**config.mk**
```make
export PLATFORM = sky130hd
export DESIGN_NAME = rc4_stream_cipher_extra_xor_core
export DESIGN_NICKNAME = d
export VERILOG_FILES = /design/src/hw/rtl/rc4x_pkg.sv /design/src/hw/rtl/rc4x_ctrl.sv /design/src/hw/rtl/rc4x_datapath.sv /design/src/hw/rtl/rc4_stream_cipher_extra_xor_core.sv
export SDC_FILE = /design/constraint.sdc
export NUM_CORES = 2
export LEC_CHECK = 0
export BUFFER_PORTS_ARGS = -buffer_cell sky130_fd_sc_hd__buf_4
export CAP_MARGIN = 10
export CORE_UTILIZATION = 35
export DETAILED_ROUTE_END_ITERATION = 10
export HOLD_SLACK_MARGIN = 0.03
export PLACE_DENSITY = 0.6
export SLEW_MARGIN = 40
export SYNTH_ARGS = -nofsm -noshare
export SYNTH_HDL_FRONTEND = slang
export SYNTH_SLANG_ARGS = --single-unit
export TNS_END_PERCENT = 100
```
**constraint.sdc**
```tcl
create_clock -name clk -period 14.6 [get_ports clk]
set_input_delay 0.73 -clock clk [delete_from_list [all_inputs] [get_ports clk]]
set_output_delay 0.73 -clock clk [all_outputs]
set_load 0.03 [all_outputs]
```
**src/hw/rtl/rc4x_pkg.sv**
```systemverilog
// ----------------------------------------------------------------------------
// rc4x_pkg
// Shared types and constants for the RC4 stream cipher with extra XOR byte.
// ----------------------------------------------------------------------------
package rc4x_pkg;

  localparam int BYTE_W            = 8;
  localparam int PERM_DEPTH        = 256;
  localparam int PERM_AW           = $clog2(PERM_DEPTH);
  localparam int KEY_W             = 64;
  localparam int LEN_W             = 5;
  localparam int CFG_DATA_W        = 64;
  localparam int CFG_IDX_W         = 2;
  localparam int MAX_KEY_BYTES_DEF = 16;

  // Configuration register indexes.
  typedef enum logic [CFG_IDX_W-1:0] {
    REG_KEY_LOW  = 2'd0,
    REG_KEY_HIGH = 2'd1,
    REG_KEY_LEN  = 2'd2,
    REG_EXTRA    = 2'd3
  } cfg_reg_t;

  // Input kind codes.
  localparam logic KIND_REKEY = 1'b0;
  localparam logic KIND_DATA  = 1'b1;

  typedef enum logic [2:0] {
    ST_IDLE,
    ST_DATA_J,
    ST_DATA_K,
    ST_DATA_FIN,
    ST_KEY_RD,
    ST_KEY_WR_N,
    ST_KEY_WR_A
  } state_t;

  // Datapath operations issued by the controller, one per cycle.
  typedef enum logic [3:0] {
    OP_NONE,
    OP_DATA_START,
    OP_DATA_J,
    OP_DATA_K,
    OP_DATA_FIN,
    OP_KEY_START,
    OP_KEY_RD,
    OP_KEY_WR_N,
    OP_KEY_WR_A
  } op_t;

  typedef struct packed {
    logic n_last;    // key schedule is on its final entry
    logic out_busy;  // result register holds a beat that is not taken this cycle
  } status_t;

endpackage

```
**src/hw/rtl/rc4x_ctrl.sv**
```systemverilog
// ----------------------------------------------------------------------------
// rc4x_ctrl
// Sequencer for data bytes and the key schedule; issues one datapath
// operation per cycle.
// ----------------------------------------------------------------------------
module rc4x_ctrl (
  input  logic               clk,
  input  logic               rst,
  input  logic               in_valid,
  input  logic               kind,
  output logic               in_stall,
  input  rc4x_pkg::status_t  status,
  output rc4x_pkg::op_t      op
);

  rc4x_pkg::state_t state;
  rc4x_pkg::state_t state_next;

  always_ff @(posedge clk) begin
    if (rst) begin
      state <= rc4x_pkg::ST_IDLE;
    end else begin
      state <= state_next;
    end
  end

  always_comb begin
    state_next = state;
    op         = rc4x_pkg::OP_NONE;
    in_stall   = (state != rc4x_pkg::ST_IDLE);
    unique case (state)
      rc4x_pkg::ST_IDLE: begin
        if (in_valid) begin
          if (kind == rc4x_pkg::KIND_DATA) begin
            op         = rc4x_pkg::OP_DATA_START;
            state_next = rc4x_pkg::ST_DATA_J;
          end else begin
            op         = rc4x_pkg::OP_KEY_START;
            state_next = rc4x_pkg::ST_KEY_RD;
          end
        end
      end
      rc4x_pkg::ST_DATA_J: begin
        op         = rc4x_pkg::OP_DATA_J;
        state_next = rc4x_pkg::ST_DATA_K;
      end
      rc4x_pkg::ST_DATA_K: begin
        op         = rc4x_pkg::OP_DATA_K;
        state_next = rc4x_pkg::ST_DATA_FIN;
      end
      rc4x_pkg::ST_DATA_FIN: begin
        // The result register must be free before the swap is finished.
        if (!status.out_busy) begin
          op         = rc4x_pkg::OP_DATA_FIN;
          state_next = rc4x_pkg::ST_IDLE;
        end
      end
      rc4x_pkg::ST_KEY_RD: begin
        op         = rc4x_pkg::OP_KEY_RD;
        state_next = rc4x_pkg::ST_KEY_WR_N;
      end
      rc4x_pkg::ST_KEY_WR_N: begin
        op         = rc4x_pkg::OP_KEY_WR_N;
        state_next = rc4x_pkg::ST_KEY_WR_A;
      end
      rc4x_pkg::ST_KEY_WR_A: begin
        op         = rc4x_pkg::OP_KEY_WR_A;
        state_next = status.n_last ? rc4x_pkg::ST_IDLE : rc4x_pkg::ST_KEY_RD;
      end
      default: begin
        state_next = rc4x_pkg::ST_IDLE;
      end
    endcase
  end

endmodule

```
**src/hw/rtl/rc4x_datapath.sv**
```systemverilog
// ----------------------------------------------------------------------------
// rc4x_datapath
// Permutation table, indexes, key registers and the result register.
// ----------------------------------------------------------------------------
module rc4x_datapath #(
  parameter int MAX_KEY_BYTES = rc4x_pkg::MAX_KEY_BYTES_DEF
) (
  input  logic                            clk,
  input  logic                            rst,
  input  rc4x_pkg::op_t                   op,
  output rc4x_pkg::status_t               status,
  input  logic [rc4x_pkg::BYTE_W-1:0]     data_byte,
  input  logic                            cfg_write,
  input  logic [rc4x_pkg::CFG_IDX_W-1:0]  cfg_index,
  input  logic [rc4x_pkg::CFG_DATA_W-1:0] cfg_data,
  output logic                            out_valid,
  input  logic                            out_stall,
  output logic [rc4x_pkg::BYTE_W-1:0]     out_byte
);

  localparam int BW     = rc4x_pkg::BYTE_W;
  localparam int AW     = rc4x_pkg::PERM_AW;
  localparam int DEPTH  = rc4x_pkg::PERM_DEPTH;
  localparam int LW     = rc4x_pkg::LEN_W;
  localparam int KIDX_W = (MAX_KEY_BYTES > 1) ? $clog2(MAX_KEY_BYTES) : 1;

  // Configuration registers.
  logic [rc4x_pkg::KEY_W-1:0] key_low;
  logic [rc4x_pkg::KEY_W-1:0] key_high;
  logic [LW-1:0]              key_len;
  logic [BW-1:0]              extra;

  always_ff @(posedge clk) begin
    if (rst) begin
      key_low  <= '0;
      key_high <= '0;
      key_len  <= LW'(1);
      extra    <= '0;
    end else if (cfg_write) begin
      unique case (rc4x_pkg::cfg_reg_t'(cfg_index))
        rc4x_pkg::REG_KEY_LOW:  key_low  <= cfg_data;
        rc4x_pkg::REG_KEY_HIGH: key_high <= cfg_data;
        rc4x_pkg::REG_KEY_LEN:  key_len  <= cfg_data[LW-1:0];
        rc4x_pkg::REG_EXTRA:    extra    <= cfg_data[BW-1:0];
        default: ;
      endcase
    end
  end

  // Permutation table: one write and one registered read per cycle.
  // An entry whose valid bit is clear reads as its own address (identity).
  logic [BW-1:0]    mem [DEPTH];
  logic [DEPTH-1:0] vld;
  logic [BW-1:0]    mem_q;
  logic             vld_q;
  logic [AW-1:0]    addr_q;
  logic             fwd_q;

  logic [AW-1:0] rd_addr;
  logic          wr_en;
  logic [AW-1:0] wr_addr;
  logic [BW-1:0] wr_data;
  logic [BW-1:0] rv;

  // Working registers.
  logic [AW-1:0]     idx_i;
  logic [AW-1:0]     idx_j;
  logic [BW-1:0]     a_val;
  logic [BW-1:0]     b_val;
  logic [AW-1:0]     t_val;
  logic [BW-1:0]     din;
  logic [BW-1:0]     sn;
  logic [AW-1:0]     acc;
  logic [AW-1:0]     n;
  logic [KIDX_W-1:0] key_idx;

  logic [AW-1:0]  i_inc;
  logic [AW-1:0]  j_new;
  logic [AW-1:0]  t_new;
  logic [AW-1:0]  acc_new;
  logic [AW-1:0]  n_inc;
  logic [BW-1:0]  ks;
  logic [BW-1:0]  key_byte;
  logic [3:0]     key_pos;
  logic [2*rc4x_pkg::KEY_W-1:0] key_all;
  logic [LW-1:0]  len_eff;
  logic           key_wrap;

  // A forwarded read covers the key schedule case where the next entry
  // is the one written in the same cycle.
  assign rv = fwd_q ? sn : (vld_q ? mem_q : BW'(addr_q));

  assign i_inc   = idx_i + AW'(1);
  assign j_new   = idx_j + AW'(rv);
  assign t_new   = AW'(a_val) + AW'(rv);
  assign n_inc   = n + AW'(1);
  assign key_all = {key_high, key_low};
  assign key_pos = 4'(key_idx);
  assign key_byte = key_all[{key_pos, 3'b000} +: BW];
  assign acc_new = acc + AW'(rv) + AW'(key_byte);

  always_comb begin
    if (key_len == '0) begin
      len_eff = LW'(1);
    end else if (key_len > LW'(MAX_KEY_BYTES)) begin
      len_eff = LW'(MAX_KEY_BYTES);
    end else begin
      len_eff = key_len;
    end
  end

  assign key_wrap = (LW'(key_idx) == (len_eff - LW'(1)));

  // After the swap, entry t is b when t is i, a when t is j, else as read.
  always_comb begin
    if (t_val == idx_i) begin
      ks = b_val;
    end else if (t_val == idx_j) begin
      ks = a_val;
    end else begin
      ks = rv;
    end
  end

  always_comb begin
    rd_addr = addr_q;
    wr_en   = 1'b0;
    wr_addr = idx_i;
    wr_data = rv;
    unique case (op)
      rc4x_pkg::OP_DATA_START: rd_addr = i_inc;
      rc4x_pkg::OP_DATA_J:     rd_addr = j_new;
      rc4x_pkg::OP_DATA_K: begin
        rd_addr = t_new;
        wr_en   = 1'b1;
        wr_addr = idx_i;
        wr_data = rv;
      end
      rc4x_pkg::OP_DATA_FIN: begin
        wr_en   = 1'b1;
        wr_addr = idx_j;
        wr_data = a_val;
      end
      rc4x_pkg::OP_KEY_START: rd_addr = '0;
      rc4x_pkg::OP_KEY_RD:    rd_addr = acc_new;
      rc4x_pkg::OP_KEY_WR_N: begin
        wr_en   = 1'b1;
        wr_addr = n;
        wr_data = rv;
      end
      rc4x_pkg::OP_KEY_WR_A: begin
        rd_addr = n_inc;
        wr_en   = 1'b1;
        wr_addr = acc;
        wr_data = sn;
      end
      default: ;
    endcase
  end

  always_ff @(posedge clk) begin
    if (wr_en) begin
      mem[wr_addr] <= wr_data;
    end
    mem_q  <= mem[rd_addr];
    addr_q <= rd_addr;
  end

  always_ff @(posedge clk) begin
    if (rst || op == rc4x_pkg::OP_KEY_START) begin
      vld <= '0;
    end else if (wr_en) begin
      vld[wr_addr] <= 1'b1;
    end
  end

  always_ff @(posedge clk) begin
    if (rst) begin
      vld_q <= 1'b0;
      fwd_q <= 1'b0;
    end else begin
      vld_q <= (op == rc4x_pkg::OP_KEY_START) ? 1'b0 : vld[rd_addr];
      fwd_q <= (op == rc4x_pkg::OP_KEY_WR_A) && (n_inc == acc);
    end
  end

  // Indexes i and j are architectural state and reset to zero.
  always_ff @(posedge clk) begin
    if (rst) begin
      idx_i <= '0;
      idx_j <= '0;
    end else begin
      unique case (op)
        rc4x_pkg::OP_DATA_START: idx_i <= i_inc;
        rc4x_pkg::OP_DATA_J:     idx_j <= j_new;
        rc4x_pkg::OP_KEY_WR_A: begin
          if (status.n_last) begin
            idx_i <= '0;
            idx_j <= '0;
          end
        end
        default: ;
      endcase
    end
  end

  always_ff @(posedge clk) begin
    unique case (op)
      rc4x_pkg::OP_DATA_START: din <= data_byte;
      rc4x_pkg::OP_DATA_J:     a_val <= rv;
      rc4x_pkg::OP_DATA_K: begin
        b_val <= rv;
        t_val <= t_new;
      end
      rc4x_pkg::OP_KEY_START: begin
        n       <= '0;
        acc     <= '0;
        key_idx <= '0;
      end
      rc4x_pkg::OP_KEY_RD: begin
        sn  <= rv;
        acc <= acc_new;
      end
      rc4x_pkg::OP_KEY_WR_A: begin
        n       <= n_inc;
        key_idx <= key_wrap ? '0 : key_idx + KIDX_W'(1);
      end
      default: ;
    endcase
  end

  // Result register.
  always_ff @(posedge clk) begin
    if (rst) begin
      out_valid <= 1'b0;
    end else if (op == rc4x_pkg::OP_DATA_FIN) begin
      out_valid <= 1'b1;
    end else if (!out_stall) begin
      out_valid <= 1'b0;
    end
  end

  always_ff @(posedge clk) begin
    if (op == rc4x_pkg::OP_DATA_FIN) begin
      out_byte <= din ^ ks ^ extra;
    end
  end

  assign status.n_last   = (n == AW'(DEPTH - 1));
  assign status.out_busy = out_valid && out_stall;

endmodule

```
**src/hw/rtl/rc4_stream_cipher_extra_xor_core.sv**
```systemverilog
// ----------------------------------------------------------------------------
// rc4_stream_cipher_extra_xor_core
// RC4 cipher core whose keystream byte is XORed with a configurable byte.
// ----------------------------------------------------------------------------
//
//  Channel  Direction  Handshake           Payload
//  in       sink       in_valid/in_stall   kind, data_byte
//  out      source     out_valid/out_stall out_byte
//  cfg      sink       cfg_write           cfg_index, cfg_data
//
// A data byte runs through DATA_J, DATA_K and DATA_FIN before its result is
// registered; its three table reads (s[i], s[j], s[s[i]+s[j]]) are dependent.
// A rekey item starts with one read, then runs KEY_RD, KEY_WR_N and KEY_WR_A
// for each of the 256 key schedule steps. It gives no result beat.
// Reset and rekey restore the identity table at once through per-entry valid
// bits; there is no clearing pass. A new item is accepted while a result beat
// waits; a data byte holds in its last cycle until the result register frees.
module rc4_stream_cipher_extra_xor_core #(
  parameter int MAX_KEY_BYTES = rc4x_pkg::MAX_KEY_BYTES_DEF
) (
  input  logic                            clk,
  input  logic                            rst,
  input  logic                            in_valid,
  output logic                            in_stall,
  input  logic                            kind,
  input  logic [rc4x_pkg::BYTE_W-1:0]     data_byte,
  output logic                            out_valid,
  input  logic                            out_stall,
  output logic [rc4x_pkg::BYTE_W-1:0]     out_byte,
  input  logic                            cfg_write,
  input  logic [rc4x_pkg::CFG_IDX_W-1:0]  cfg_index,
  input  logic [rc4x_pkg::CFG_DATA_W-1:0] cfg_data
);

  rc4x_pkg::op_t     op;
  rc4x_pkg::status_t status;

  rc4x_ctrl u_ctrl (
    .clk      (clk),
    .rst      (rst),
    .in_valid (in_valid),
    .kind     (kind),
    .in_stall (in_stall),
    .status   (status),
    .op       (op)
  );

  rc4x_datapath #(
    .MAX_KEY_BYTES (MAX_KEY_BYTES)
  ) u_datapath (
    .clk       (clk),
    .rst       (rst),
    .op        (op),
    .status    (status),
    .data_byte (data_byte),
    .cfg_write (cfg_write),
    .cfg_index (cfg_index),
    .cfg_data  (cfg_data),
    .out_valid (out_valid),
    .out_stall (out_stall),
    .out_byte  (out_byte)
  );

endmodule

```
==> impl_results.md <==
* Status: finished, final reports clean
* TNS Setup at 0 ns
* Measured slew at the worst slew-check pin at slightly below 1 ns
* Clk buf depth at 4
* Via density at around 5.7
* Row count at 200
* Final Max Slew Viols at 0
* Post-synth top cells: nand2_1 (2175), edfxtp_1 (2116), nand3_1 (549)
* Effective utilization at floorplan at roughly a third
* P_sw at approximately 9.3 mW
* Logic pwr share at between 30% and 40%
* Post-CTS Setup Bufs at 0
* WHS Endpoint: u_datapath.key_high[9]$_SDFFE_PP0P_
* R2r worst-path depth at 20
* Compound-cell area share of the yosys netlist at 10.1%
* Synth cell types at between 90 and 100
* LEAKAGE at approximately 40 nW
* Critical path class: flop to flop
* Final setup margin at approximately 6 ns
* Fin crit period at 8.54 ns
* HP Class: input pin to flop
* Total track usage at about a fifth
* Layout cell share with drive strength beyond 1 at 12.0%
* Post-synthesis mux area share at 1.94%
* Hpwl dp at ~190000 um
* Hold_sp: cfg_data[9]
* Clock Root Buffer: clkbuf_16
* Most frequent cell after synthesis: nand2_1
* Max-cap violations at 0
* First-pass GRT wire length at ~480000 um
* Vias post-DR at a little over 70000
* IO Pins at 90
* Syn Inst Count at ~8500
* Crit-path max FO at 39
* Antenna Nets Post-Route at 0
* Sw Ratio at approximately two fifths
* Pin count of the biggest net entering global routing at approximately 190
* Max Clock Freq at approximately 0.12 GHz
* Die Height at 548 um
* Async S/R FF share, synth at 0%
* Syn Nets at ~8600
* Number of global-route vias before repair at 67822
* Core Footprint at approximately 0.30 sq mm
* Main area contributors after synthesis: edfxtp_1 (61%), dfxtp_1 (8.3%), nand2_1 (7.8%), nand3_1 (2.6%), a311oi_1 (2.3%)
* Final Util at around 40%
* Drt pass-1 iters at 8
* Port bufs at 89
* Final Wtd Congestion at approximately 0.94
* Layout area overhead at 13.8%
* Total wire length at approximately 330000 um
* Clock transition at the registers of the reported paths at approximately 0.060 ns
* Sequential Power Share at 37.2%
* Top FF cell, synth: edfxtp_1
* Yosys warning count at 0
* Pre-CTS setup slack at about 6.3 ns
* XOR/XNOR share of the synthesized area at less than 1%
* CP Capture Type: flop
* Mapped cell area at about 0.10 sq mm
* PD cells at approximately 210 mW/mm^2
* GRT overflow at 0
* Largest family of logic cells by synthesized area: simple AND/OR/NAND/NOR gates
* Crit path required time at between 15 and 20 ns
* Clk_lat worst skew at 0.95 ns
* Syn Area/Cell at around 12 sq um
* Final Cycle Share at between 50% and 60%
* Cts repair resizes at 0
* Post-synthesis adder-cell area fraction at less than 1%
* Clock skew at slightly below 0.07 ns
* Clock power share at roughly 29%
* CTS tree: built
* Synthesized flop and latch total at 2551
* CTS Hold Bufs at 36
* Worst EP arrival at 9.39 ns
* Clock sink count at between 2000 and 3000
* Die area at 0.300 sq mm
* Internal at 15.2 mW
* Final routed DRC violation total at 0
* Initial antenna violation count at 11
* Sequential area share after synthesis at between 60 and 70%
* Worst setup path startpoint: u_datapath.key_idx[0]$_SDFFCE_PP0P_
* Worst R2R Setup Slack at between 6 and 7 ns
* Min-Delay Path Depth at 3
* Synth area leader: edfxtp_1
* Worst R2R End: u_datapath.mem_q[1]$_DFF_P_
* Routed len/inst at around 26 um
* Fin nets at 8513
* Setup crit start kind: flop
* Max IR drop VDD at 0.167 mV
* Worst r2r src: u_datapath.key_idx[0]$_SDFFCE_PP0P_
* EDFF count, synth at between 2000 and 2500
* Drt initial violations at 9602
* Unrepaired setup endpoints after global routing: false
* Number of H-tree levels at 5
* Die Wd at 548 um
* Synth top area share at between 60% and 70%
* Slew headroom at around a third
* Num CTS Buffers at 287
* Final Hold Violating Endpoints at 0
* Post-Synth Simple-Gate Area at 14.4%
* Setup violators final at 0
* Tot Pwr at approximately 25 mW
cell usage in the layout, fill, tap and decap left out, drive strengths merged, types with 21 or more instances in the layout:
cell type	synthesis	final
xor2	37	37
a311oi	269	269
nor3	55	55
nor2	363	363
xnor2	30	30
and3	275	275
o22ai	21	21
ha	24	24
a22oi	42	42
buf	417	239
inv	55	61
mux4	57	57
dfxtp	435	435
o21ai	73	73
clkbuf	203	404
a211oi	161	161
mux2i	74	74
dlygate4sd3	0	36
clkinv	2	68
a221oi	55	55
o21a	268	268
edfxtp	2116	2116
nand3	550	550
a21oi	296	296
a31oi	164	164
nand2	2176	2176
power by group through the flow:
stage / Sequential (mW) / Clock, mW / Combinational, mW
2_1_floorplan: 10.0 / 0 / 4.67
3_3_place_gp: 9.29 / 0 / 7.94
3_5_place_dp: 9.28 / 0 / 8.11
4_1_cts: 9.13 / 7.07 / 8.14
5_1_grt: 9.13 / 7.35 / 8.73
6_report: 9.13 / 7.00 / 8.38
worst max path at each step:
| stage | endpoint | slack [ns] |
|---|---|---|
| 2_1_floorplan | u_datapath.mem[0][1]$_DFFE_PP_ | 1.03 |
| 3_3_place_gp | u_datapath.mem_q[4]$_DFF_P_ | 5.39 |
| 3_5_place_dp | u_datapath.mem_q[4]$_DFF_P_ | 6.26 |
| 4_1_cts | u_datapath.mem_q[4]$_DFF_P_ | 6.26 |
| 5_1_grt | u_datapath.mem_q[7]$_DFF_P_ | 5.88 |
| 6_report | u_datapath.mem_q[1]$_DFF_P_ | 6.06 |
cells by family after synthesis:
family          Yosys count
mux                     131
buf+inv                 677
fa+ha+maj                34
flops                  2551
compound gates         1479
xor+xnor                 68
simple gates           3515
flip-flops by register name, indices dropped and copies added (netlist names), 64 cells and up:
signal,count
u_datapath.key_high,64
u_datapath.vld,256
u_datapath.mem,2048
u_datapath.key_low,64
critical path: stages, from the launching register on:
cell	delay (ns)
edfxtp_1	0.76
buf_8	0.24
buf_4	0.36
mux4_2	0.57
mux4_2	0.49
inv_1	0.09
fa_1	0.41
inv_1	0.07
ha_1	0.27
a211oi_1	0.33
nor3_1	0.12
nor3b_1	0.54
o41ai_1	0.16
and3_4	0.36
inv_2	0.55
buf_4	0.75
nand2_2	0.59
nor3_1	0.84
nor3_1	0.23
o21ai_0	0.33
nor4b_2	0.33
routing by layer:
layer / track usage, % / part of all wire (%) / vias up
met5: 0 / 0.010 / -
met4: 9.48 / 4.6 / 6
met3: 5.05 / 11 / 717
met2: 32.4 / 45 / 3843
met1: 29.0 / 40 / 35749
li1: - / - / 31102
per-stage QoR:
step | cells | cell area (sq um) | hold WS, ns
4_1_cts | 12548 | 118000 | 0.0307
2_1_floorplan | 8455 | 104000 | 0.433
5_1_grt | 12553 | 119000 | 0.0649
3_5_place_dp | 12009 | 109000 | 0.447
6_report | 12555 | 119000 | 0.0857
3_3_place_gp | 12000 | 108000 | 0.438
cell type report:
class / count / area [sq um]
fill: 27668 / 178000
multi-input combinational: 5227 / 29800
antenna: 3 / 7.51
inverter: 57 / 250
tap: 3939 / 4930
timing repair buffer: 275 / 2570
clock buffer: 404 / 7990
clock inverter: 99 / 1020
sequential: 2551 / 72200
No activity file was read; power rests on OpenSTA's default activity.
